<file path="src/rtl/ptt_pkg.sv">
// shared constants for the pressure trend tracker
package ptt_pkg;

    // field widths
    localparam int PRES_W  = 17;
    localparam int TIME_W  = 48;
    localparam int WIN_W   = 7;
    localparam int SCALE_W = 17;
    localparam int LIM_W   = 18;
    localparam int ULIM_W  = 17;
    localparam int RATE_W  = 21;
    localparam int CLS_W   = 3;
    localparam int CFG_IDX_W  = 3;
    localparam int CFG_DATA_W = 48;

    // serial divider sizes: quotient never exceeds 21 bits
    localparam int QUOT_W = 21;
    localparam int DVD_W  = 49;
    localparam int DVS_W  = 48;

    localparam logic [31:0]        US_PER_HOUR = 32'd3600000000;
    localparam logic signed [48:0] MIN_SPAN_US = 49'sd360000000;
    localparam logic [31:0]        SCALE_ONE   = 32'd65536;

    // class codes
    localparam logic [CLS_W-1:0] CLS_FALL_FAST = 3'd0;
    localparam logic [CLS_W-1:0] CLS_FALL      = 3'd1;
    localparam logic [CLS_W-1:0] CLS_STEADY    = 3'd2;
    localparam logic [CLS_W-1:0] CLS_RISE      = 3'd3;
    localparam logic [CLS_W-1:0] CLS_RISE_FAST = 3'd4;

    // register indexes
    localparam logic [CFG_IDX_W-1:0] CFG_SHORT_WINDOW = 3'd0;
    localparam logic [CFG_IDX_W-1:0] CFG_LONG_WINDOW  = 3'd1;
    localparam logic [CFG_IDX_W-1:0] CFG_SHORT_SCALE  = 3'd2;
    localparam logic [CFG_IDX_W-1:0] CFG_FALL_FAST    = 3'd3;
    localparam logic [CFG_IDX_W-1:0] CFG_FALL         = 3'd4;
    localparam logic [CFG_IDX_W-1:0] CFG_STEADY       = 3'd5;
    localparam logic [CFG_IDX_W-1:0] CFG_RISE         = 3'd6;
    localparam logic [CFG_IDX_W-1:0] CFG_MIN_INTERVAL = 3'd7;

    // register reset values
    localparam logic [WIN_W-1:0]          RST_SHORT_WINDOW = 7'd4;
    localparam logic [WIN_W-1:0]          RST_LONG_WINDOW  = 7'd12;
    localparam logic [SCALE_W-1:0]        RST_SHORT_SCALE  = 17'd21845;
    localparam logic signed [LIM_W-1:0]   RST_FALL_FAST    = -18'sd250;
    localparam logic signed [LIM_W-1:0]   RST_FALL         = -18'sd50;
    localparam logic [ULIM_W-1:0]         RST_STEADY       = 17'd50;
    localparam logic [ULIM_W-1:0]         RST_RISE         = 17'd250;
    localparam logic [TIME_W-1:0]         RST_MIN_INTERVAL = 48'd900000000;

    // rate saturation bounds
    localparam logic [RATE_W-1:0] RATE_POS_MAX = 21'h0FFFFF;
    localparam logic [RATE_W-1:0] RATE_NEG_MIN = 21'h100000;
    localparam logic [QUOT_W:0]   RATE_NEG_MAG = 22'd1048576;

endpackage

</file>
<file path="src/rtl/ptt_div.sv">
// restoring serial divider, one quotient bit per cycle
module ptt_div
    import ptt_pkg::*;
(
    input  logic              i_clk,
    input  logic              i_rst_n,
    input  logic              i_start,
    input  logic [DVD_W-1:0]  i_dividend,
    input  logic [DVS_W-1:0]  i_divisor,
    output logic              o_done,
    output logic [QUOT_W-1:0] o_quot
);

    localparam int CNT_W = $clog2(QUOT_W + 1);

    logic [DVS_W-1:0]  r_rem;
    logic [QUOT_W-1:0] r_quo;
    logic [DVS_W-1:0]  r_dvs;
    logic [CNT_W-1:0]  r_cnt;
    logic              r_done;

    logic [DVS_W:0] w_shift;
    logic [DVS_W:0] w_diff;
    logic           w_ge;

    // quotient fits QUOT_W bits, so the top part of the dividend starts as the remainder
    assign w_shift = {r_rem, r_quo[QUOT_W-1]};
    assign w_ge    = w_shift >= {1'b0, r_dvs};
    assign w_diff  = w_shift - {1'b0, r_dvs};

    always_ff @(posedge i_clk) begin
        if (!i_rst_n) begin
            r_cnt  <= '0;
            r_done <= 1'b0;
        end else begin
            r_done <= 1'b0;
            if (i_start) begin
                r_cnt <= CNT_W'(QUOT_W);
            end else if (r_cnt != '0) begin
                r_cnt  <= r_cnt - 1'b1;
                r_done <= (r_cnt == CNT_W'(1));
            end
        end
    end

    always_ff @(posedge i_clk) begin
        if (i_start) begin
            r_rem <= DVS_W'(i_dividend[DVD_W-1:QUOT_W]);
            r_quo <= i_dividend[QUOT_W-1:0];
            r_dvs <= i_divisor;
        end else if (r_cnt != '0) begin
            r_rem <= w_ge ? w_diff[DVS_W-1:0] : w_shift[DVS_W-1:0];
            r_quo <= {r_quo[QUOT_W-2:0], w_ge};
        end
    end

    assign o_done = r_done;
    assign o_quot = r_quo;

endmodule

</file>
<file path="config.mk">
export PLATFORM = sky130hd
export DESIGN_NAME = ptt_div
export DESIGN_NICKNAME = d
export VERILOG_FILES = /design/src/rtl/ptt_pkg.sv /design/src/rtl/ptt_div.sv
export SDC_FILE = /design/constraint.sdc
export NUM_CORES = 1
export LEC_CHECK = 0
export BUFFER_PORTS_ARGS = -buffer_cell sky130_fd_sc_hd__buf_4
export CORE_MARGIN = 2
export CORE_UTILIZATION = 50
export DETAILED_ROUTE_END_ITERATION = 6
export PLACE_DENSITY = 0.71
export SYNTH_ARGS = -nofsm -noshare
export SYNTH_HDL_FRONTEND = slang
export SYNTH_SLANG_ARGS = --single-unit
</file>
<file path="constraint.sdc">
create_clock -name i_clk -period 3.5 [get_ports i_clk]
set_input_delay 0.7 -clock i_clk [delete_from_list [all_inputs] [get_ports i_clk]]
set_output_delay 0.7 -clock i_clk [all_outputs]
set_load 0.01 [all_outputs]
</file>
==> results of run 1 <==
-- metrics by stage --
step | worst slack [ns] | TNS (ns)
global placement | 0.181 | 0
floorplan | 0.281 | 0
CTS | 0.0757 | 0
detailed placement | 0.0949 | 0
global route | -0.0117 | -0.0153
finish | 0.182 | 0
-- flip-flops by register name, indices dropped and copies added (netlist names) --
name	flops
r_cnt	5
o_quot	21
r_rem	48
r_dvs	48
o_done	1
-- layer usage --
layer  share of wire (%)  wire (µm)  global-route usage (%)
met3                 5.9       1210                    6.60
met5                   0          0                       0
met1                  46       9320                    30.8
met2                  47       9690                    39.2
met4                 1.3        261                    5.92
-- cells in the final DEF (no fill, tap or decap), types with 5 or more instances in the layout --
cell type | netlist | layout
a211oi_1 | 10 | 10
a21o_1 | 21 | 21
a21oi_1 | 55 | 53
a311oi_1 | 5 | 5
a31oi_1 | 12 | 12
and2_1 | 5 | 5
and3_1 | 10 | 10
buf_4 | 2 | 149
clkbuf_16 | 0 | 18
clkinvlp_4 | 0 | 5
dfxtp_1 | 26 | 26
edfxtp_1 | 97 | 97
ha_1 | 51 | 49
inv_1 | 63 | 62
mux2_2 | 22 | 22
mux2i_1 | 16 | 16
nand2_1 | 77 | 76
nand2b_1 | 5 | 5
nand3_1 | 39 | 39
nand4_1 | 11 | 11
nor2_1 | 65 | 65
nor2b_1 | 10 | 10
nor3_1 | 24 | 24
o211ai_1 | 5 | 5
o21a_1 | 7 | 7
o21ai_0 | 40 | 39
o21bai_1 | 5 | 5
o311ai_0 | 17 | 17
xnor2_1 | 22 | 22
xor2_1 | 17 | 17
-- worst max path at each step --
stage / slack (ns) / depth (start not counted) / end
2_1_floorplan: 0.28 / 13 / r_rem[42]$_SDFFE_PP0N_
3_3_place_gp: 0.18 / 13 / r_rem[42]$_SDFFE_PP0N_
3_5_place_dp: 0.09 / 13 / r_rem[42]$_SDFFE_PP0N_
4_1_cts: 0.08 / 13 / r_rem[42]$_SDFFE_PP0N_
5_1_grt: -0.01 / 13 / r_rem[32]$_SDFFE_PP0N_
6_report: 0.18 / 10 / r_rem[0]$_DFFE_PP_
-- layout make-up --
type,instances,area (µm²)
Inverter,64,240
Fill cell,1383,5860
Clock inverter,15,128
Sequential cell,123,3430
Multi-Input combinational cell,617,4300
Tap cell,216,270
Clock buffer,17,425
Timing Repair Buffer,154,1220
-- cell families after synthesis --
group / share of synthesized area, %
xor+xnor: 4.20
compound gates: 19.8
simple gates: 15.1
mux: 5.01
flops: 42.2
fa+ha+maj: 8.09
buf+inv: 5.55
-- timing repair --
action | in CTS | in global routing
gates resized for setup | 0 | 13
endpoints found under the setup margin | 0 | 12
buffers inserted | 0 | 6
-- power by group --
group	internal [µW]	total, µW	switching (µW)	leakage, µW
Combinational	2000	4560	2560	0.00284
Clock	970	1650	684	0.000254
Sequential	2020	2260	243	0.00120
Total	4980	8470	3480	0.00430
==> out/results.tsv, run 1 <==
stage	metric	value	unit
timing	Worst Skew	0.00985	ns
drt	Final ANT Viol Nets	0	
setup_path	reg2reg start	r_rem[19]$_DFFE_PP_	
cells_and_area	fraction of layout cells with a size suffix above 1	23.2	%
worst_hold_path	hold path start	i_divisor[9]	
yosys	number of synthesized flops with an enable pin	97	
setup_path	Crit Path Max Fanout	30	
yosys	Synth Register Bits	123	
setup_path	Worst Setup SP	r_rem[19]$_DFFE_PP_	
timing	RSZ-0062 raised after global routing	yes	
yosys	top cells by count, synth	97 x edfxtp_1, 77 x nand2_1, 65 x nor2_1	
floorplan	I/O pin count	122	
timing	Hold Fails Final Rpt	0	
cells_and_area	post-layout util	63.1	%
yosys	Post-synth ARST share	0	%
yosys	post-synthesis net count	1000	
grt	largest net degree at the start of global routing	67	
yosys	Yosys top cell by area	edfxtp_1	
floorplan	Die W	132	µm
place	Area after DPL	9340	µm²
place	HPWL Detailed	14800	µm
cells_and_area	Final Non-Filler Cells	1206	
floorplan	row cnt	46	
yosys	Seq/Total Area, Yosys	42.2	%
timing	Slew Limit Fails	0	
timing	period utilization	94.8	%
grt	gr ovfl total	0	
clocking	Longest Clk Path Bufs	2	
setup_path	Buf/Inv on CP	1	
setup_path	CP delay by family, top	compound AO/OA/AOI/OAI gates	
drt	DRT iter0 DRCs	592	
grt	vias in the first global route	6749	
drt	first-pass detailed-route iteration total	5	
power	Final Power	8470	µW
setup_path	CP Class	reg2reg	
floorplan	Die H	132	µm
drt	vias after detailed routing	6952	
floorplan	core area	15900	µm²
grt	gr usage total	23.7	%
setup_path	CP max stage delay	0.44	ns
clocking	TritonCTS Buffers	17	
yosys	most common flop cell mapped by yosys	edfxtp_1	
yosys	largest cells by area after synthesis	edfxtp_1 36%, ha_1 7.8%, dfxtp_1 6.4%	
power	Cell Pwr Density	845	nW/µm²
flow_run	max cap viols	0	
setup_path	r2r setup slk	0.18	ns
timing	Max-slew headroom	55.6	%
yosys	Post-Syn Area per Cell	9.59	µm²
timing	Hold Worst Slack	0.448	ns
clocking	H-tree levels	4	
setup_path	R2R cell count	10	
drt	DR DRC count	0	
grt	antenna violations before repair	0	
worst_hold_path	Hold Path End	r_dvs[9]$_DFFE_PP_	
place	GPL Wtd Cong	0.908	
power	Peak VDD IR	565	µV
setup_path	Startpoint Class	register	
setup_path	terminus of the critical flop-to-flop path	r_rem[0]$_DFFE_PP_	
setup_path	Worst Path Required	3.68	ns
yosys	YS warnings	0	
clocking	Clk Latency, worst-skew pair	0.42	ns
yosys	top cell type's share of synthesized area	35.8	%
setup_path	critical path cell sequence	ha_1 -> a21oi_2 -> o21ai_0 -> a221oi_4 -> a211oi_2 -> o21a_2 -> a311oi_4 -> buf_12 -> mux2i_1 -> mux2_2	
grt	global-route wire length before repair	33300	µm
floorplan	die area	17300	µm²
yosys	cells after synthesis	848	
cells_and_area	fin nets	1129	
clocking	clock slew at reported path FFs	0.06	ns
cells_and_area	post-layout instance area	10000	µm²
drt	total wire length	20500	µm
cells_and_area	Area Growth Syn to Fin	23.2	%
setup_path	Data arrival, critical path	3.49	ns
setup_path	slowest CP cell	a311oi_4	
timing	# setup viols final	0	
timing	Worst-Margin Slew	0.666	ns
place	PortBufs	121	
power	standby leakage power	0.00430	µW
clocking	Hold-fix buffers, CTS	0	
place	Cells after DPL	1167	
worst_hold_path	HP Class	in2reg	
status	status	finished clean	
clocking	Root Driver	clkbuf_16	
clocking	CTS tree	done	
yosys	count leader, synth	edfxtp_1	
drt	Vias/cell	5.76	
yosys	Post-Syn Area	8140	µm²
clocking	clock sinks	123	
timing	Peak Freq	301	MHz
yosys	Yosys cell types	71	
drt	Avg WL per Cell	17.0	µm
worst_hold_path	Hold Path Depth	1	
setup_path	crit path capture type	register	
cells_and_area	Antenna Cells	0	
floorplan	Initial Util	51.2	%
timing	crit path time final	3.32	ns
Power figures use the tool's default switching activity.
==> inputs of run 2 (changes only) <==
--- a/config.mk
+++ b/config.mk
@@ -10,6 +10,7 @@
 export CORE_UTILIZATION = 50
 export DETAILED_ROUTE_END_ITERATION = 6
 export PLACE_DENSITY = 0.71
+export RECOVER_POWER = 100
 export SYNTH_ARGS = -nofsm -noshare
 export SYNTH_HDL_FRONTEND = slang
 export SYNTH_SLANG_ARGS = --single-unit
==> out/results.tsv, run 2 (same netlist as run 1, synthesis figures left out) <==
stage	metric	value	unit
cells_and_area	Final Non-Filler Cells	1206	
floorplan	row cnt	46	
timing	Worst Skew	0.00974	ns
floorplan	Die H	132	µm
drt	Final ANT Viol Nets	0	
floorplan	Initial Util	51.2	%
setup_path	crit path capture type	register	
drt	first-pass detailed-route iteration total	5	
setup_path	r2r setup slk	0.18	ns
floorplan	core area	15900	µm²
place	GPL Wtd Cong	0.908	
power	Cell Pwr Density	850	nW/µm²
place	HPWL Detailed	14800	µm
setup_path	Startpoint Class	register	
setup_path	CP Class	reg2reg	
grt	antenna violations before repair	0	
setup_path	Crit Path Max Fanout	30	
place	PortBufs	121	
floorplan	Die W	132	µm
timing	Worst-Margin Slew	1.47	ns
timing	Slew Limit Fails	0	
clocking	clock slew at reported path FFs	0.06	ns
cells_and_area	Storage cell area	3430	µm²
cells_and_area	post-layout instance area	9910	µm²
cells_and_area	Area Growth Syn to Fin	21.8	%
timing	setup TNS	0	ns
timing	RSZ-0062 raised after global routing	yes	
power	Peak VDD IR	565	µV
grt	vias in the first global route	6749	
cells_and_area	Fillers	1415	
grt	gr usage total	23.7	%
cells_and_area	most frequent cells in the layout	97 x edfxtp_1, 77 x nand2_1, 77 x buf_4	
place	Post-Place Worst Slack	0.0949	ns
clocking	clock sinks	123	
status	status	finished clean	
power	Gate power share	53.6	%
power	Flop pwr share	26.8	%
place	Cells after DPL	1167	
timing	crit path time final	3.32	ns
timing	Max-slew headroom	1.83	%
clocking	Clk Latency, worst-skew pair	0.43	ns
power	Clock Power Share	19.6	%
timing	# setup viols final	0	
clocking	H-tree levels	4	
clocking	Root Driver	clkbuf_16	
drt	vias after detailed routing	6942	
timing	Peak Freq	302	MHz
power	standby leakage power	0.00419	µW
power	sw frac	41.3	%
drt	Avg WL per Cell	16.9	µm
floorplan	die area	17300	µm²
place	Area after DPL	9340	µm²
grt	global-route wire length before repair	33300	µm
cells_and_area	area of the multi-input gates	4290	µm²
clocking	TritonCTS Buffers	17	
floorplan	I/O pin count	122	
clocking	CTS tree	done	
drt	Vias/cell	5.76	
setup_path	Worst Path Required	3.68	ns
cells_and_area	commonest non-fill, non-tap cell in the layout	edfxtp_1	
grt	gr ovfl total	0	
flow_run	max cap viols	0	
cells_and_area	fraction of layout cells with a size suffix above 1	20.6	%
power	Int Power	4940	µW
cells_and_area	fin nets	1129	
timing	period utilization	94.7	%
timing	Hold Fails Final Rpt	0	
power	Net Sw Power	3480	µW
drt	DRT iter0 DRCs	596	
timing	setup ws final	0.185	ns
clocking	Longest Clk Path Bufs	2	
cells_and_area	Antenna Cells	0	
timing	Hold Worst Slack	0.470	ns
grt	largest net degree at the start of global routing	67	
drt	total wire length	20400	µm
drt	DR DRC count	0	
worst_hold_path	HP Class	in2reg	
setup_path	Data arrival, critical path	3.49	ns
[run 2: cell types whose count changed in the layout (fill, tap and decap cells not counted), sizes merged]
cell	previous run	this run
clkbuf	18	91
buf	153	80
[run 2: worst paths after layout]
path,cells after the start,startpoint,to
worst max-delay path,10,r_rem[19]$_DFFE_PP_,r_rem[0]$_DFFE_PP_
worst max register to register,10,r_rem[19]$_DFFE_PP_,r_rem[0]$_DFFE_PP_
worst min-delay path,1,i_divisor[9],r_dvs[9]$_DFFE_PP_
worst min register to register,2,r_rem[39]$_SDFFE_PP0N_,r_rem[40]$_SDFFE_PP0N_
[run 2: worst max-delay path, stage by stage (launching register included)]
cell,delay [ns]
edfxtp_1,0.39
ha_1,0.43
a21oi_2,0.21
o21ai_0,0.20
a221oi_4,0.38
a211oi_2,0.15
o21a_2,0.27
a311oi_4,0.44
buf_12,0.25
mux2i_1,0.09
mux2_2,0.26
[run 2: per-stage QoR]
stage               util (%)  total power [µW]
global placement        58.8              6540
detailed placement      58.8              6580
global route            62.4              9010
floorplan                  -              5450
CTS                     62.3              8270
finish                  62.4              8420
[run 2: power by group through the flow]
stage	registers, µW	clock network, µW	logic (µW)
finish	2260	1650	4510
global route	2300	1730	4970
CTS	2260	1680	4330
detailed placement	2270	0	4300
global placement	2270	0	4270
floorplan	2230	0	3220
[run 2: layout make-up]
type | instances | share of cell area [%]
well taps | 216 | 2.73
repair buffers | 154 | 11.3
clock buffers | 17 | 4.29
clock inverters | 15 | 1.29
flip-flops and latches | 123 | 34.7
inverters | 64 | 2.42
multi-input cells | 617 | 43.3
[run 2: repair_timing]
item | in CTS | in global routing
buffers inserted | 0 | 6
hold buffers | 0 | 0
gates resized for setup | 0 | 13
setup endpoints to repair | 0 | 12
[run 2: metal layers]
layer / wire length (µm) / GRT usage, % / up-vias
li1: - / - / 3421
met1: 9280 / 30.8 / 3284
met2: 9640 / 39.2 / 215
met3: 1220 / 6.60 / 22
met4: 265 / 5.92 / 0
met5: 0 / 0 / -
==> inputs of run 3 (changes only) <==
--- a/config.mk
+++ b/config.mk
@@ -8,9 +8,12 @@
 export BUFFER_PORTS_ARGS = -buffer_cell sky130_fd_sc_hd__buf_4
 export CORE_MARGIN = 2
 export CORE_UTILIZATION = 50
+export CTS_CLUSTER_DIAMETER = 200
 export DETAILED_ROUTE_END_ITERATION = 6
+export HOLD_SLACK_MARGIN = 0.06
 export PLACE_DENSITY = 0.71
 export RECOVER_POWER = 100
+export REMOVE_ABC_BUFFERS = 1
 export SYNTH_ARGS = -nofsm -noshare
 export SYNTH_HDL_FRONTEND = slang
 export SYNTH_SLANG_ARGS = --single-unit
==> out/results.tsv, run 3 (same netlist as run 1, synthesis figures left out) <==
stage	metric	value	unit
drt	vias after detailed routing	6933	
flow_run	max cap viols	0	
drt	WL met2	9460	µm
cells_and_area	Antenna Cells	0	
grt	global-route wire length before repair	33100	µm
cells_and_area	Storage cell area	3430	µm²
drt	Highest Signal Layer	met4	
grt	gr usage total	23.6	%
grt	largest net degree at the start of global routing	135	
floorplan	row cnt	46	
clocking	Root Driver	clkbuf_16	
timing	RSZ-0062 raised after global routing	yes	
timing	period utilization	96.5	%
clocking	CTS tree	done	
drt	met3 WL post-DR	1100	µm
cells_and_area	most frequent cells in the layout	97 x edfxtp_1, 76 x nand2_1, 74 x buf_4	
clocking	Longest Clk Path Bufs	2	
clocking	clock sinks	123	
grt	gr ovfl total	0	
timing	Worst-Margin Slew	1.38	ns
timing	# setup viols final	0	
place	GPL Wtd Cong	0.899	
setup_path	Worst Path Required	3.69	ns
floorplan	core area	15900	µm²
power	standby leakage power	0.00422	µW
floorplan	I/O pin count	122	
cells_and_area	fraction of layout cells with a size suffix above 1	21.1	%
timing	Max-slew headroom	8.07	%
drt	DRT iter0 DRCs	667	
cells_and_area	fin nets	1125	
worst_hold_path	HP Class	in2reg	
grt	vias in the first global route	6722	
grt	antenna violations before repair	0	
timing	Worst Skew	0.0119	ns
power	Peak VDD IR	471	µV
setup_path	Crit Path Max Fanout	23	
worst_hold_path	Hold Path Depth	1	
place	PortBufs	121	
cells_and_area	Area Growth Syn to Fin	22.4	%
drt	total wire length	20200	µm
floorplan	Die H	132	µm
power	Cell Pwr Density	860	nW/µm²
place	HPWL Detailed	13900	µm
drt	first-pass detailed-route iteration total	5	
setup_path	Startpoint Class	register	
drt	M1 WL	9300	µm
setup_path	R2R cell count	11	
clocking	TritonCTS Buffers	17	
timing	Peak Freq	296	MHz
floorplan	die area	17300	µm²
setup_path	crit path capture type	register	
timing	Slew Limit Fails	0	
cells_and_area	Fillers	1358	
cells_and_area	commonest non-fill, non-tap cell in the layout	edfxtp_1	
clocking	Hold-fix buffers, CTS	0	
drt	Vias/cell	5.77	
timing	crit path time final	3.38	ns
timing	setup TNS	0	ns
status	status	finished clean	
drt	Avg WL per Cell	16.8	µm
setup_path	Data arrival, critical path	3.56	ns
clocking	Clk Latency, worst-skew pair	0.44	ns
floorplan	Initial Util	51.2	%
cells_and_area	post-layout instance area	9950	µm²
clocking	H-tree levels	4	
floorplan	Die W	132	µm
timing	Hold Fails Final Rpt	0	
cells_and_area	area of the multi-input gates	4320	µm²
setup_path	CP Class	reg2reg	
place	Area after DPL	9350	µm²
clocking	clock slew at reported path FFs	0.07	ns
drt	Final ANT Viol Nets	0	
drt	DR DRC count	0	
-- run 3: routing by layer --
layer / global-route usage [%] / vias up
li1: - / 3405
met1: 31.4 / 3255
met2: 37.8 / 235
met3: 4.63 / 38
met4: 9.24 / 0
met5: 0 / -
-- run 3: layout make-up --
type | count | area share (%)
Tap cell | 216 | 2.71
Clock inverter | 15 | 1.56
Sequential cell | 123 | 34.5
Inverter | 64 | 2.41
Timing Repair Buffer | 150 | 11.1
Multi-Input combinational cell | 617 | 43.4
Clock buffer | 17 | 4.27
-- run 3: report_power, final --
part	internal [µW]	leakage, µW	switching, µW	total (µW)
sequential	2020	0.00120	235	2250
combinational	1940	0.00274	2600	4550
clock	1000	0.000280	753	1760
total	4960	0.00422	3590	8560
-- run 3: path summary, 6_finish.rpt --
kind         slack (ns)             endpoint             startpoint
max                0.12   r_rem[0]$_DFFE_PP_    r_rem[13]$_DFFE_PP_
min                0.45  r_dvs[36]$_DFFE_PP_          i_divisor[36]
max reg2reg        0.12   r_rem[0]$_DFFE_PP_    r_rem[13]$_DFFE_PP_
min reg2reg        0.49    o_done$_SDFF_PP0_  r_cnt[4]$_SDFFE_PN0P_
-- run 3: critical path, cell delays in order, from the launching register on --
cell and delay [ns]:
edfxtp_1 0.41, ha_1 0.37, a21o_1 0.24, a21o_1 0.18, a21o_1 0.22, a221oi_4 0.30, a211oi_2 0.13, o21a_2 0.26
a311oi_4 0.45, buf_12 0.22, mux2i_1 0.08, mux2_2 0.26
-- run 3: what timing repair did --
action / in CTS / in global routing
resized for setup: 1 / 20
pin swaps: 0 / 19
gates cloned: 0 / 1
setup buffers: 0 / 4
setup endpoints to repair: 1 / 21
-- run 3: per-stage QoR --
step,setup slack (ns),power [µW],utilization (%),hold WS (ns),instances
after floorplan,-1.45,5320,-,0.452,804
after global placement,0.0813,6550,58.9,0.488,1165
after detailed placement,0.0294,6570,58.9,0.493,1165
after CTS,0.0207,8390,62.6,0.424,1197
after global routing,-0.0625,9130,62.7,0.446,1202
final,0.124,8560,62.7,0.454,1202
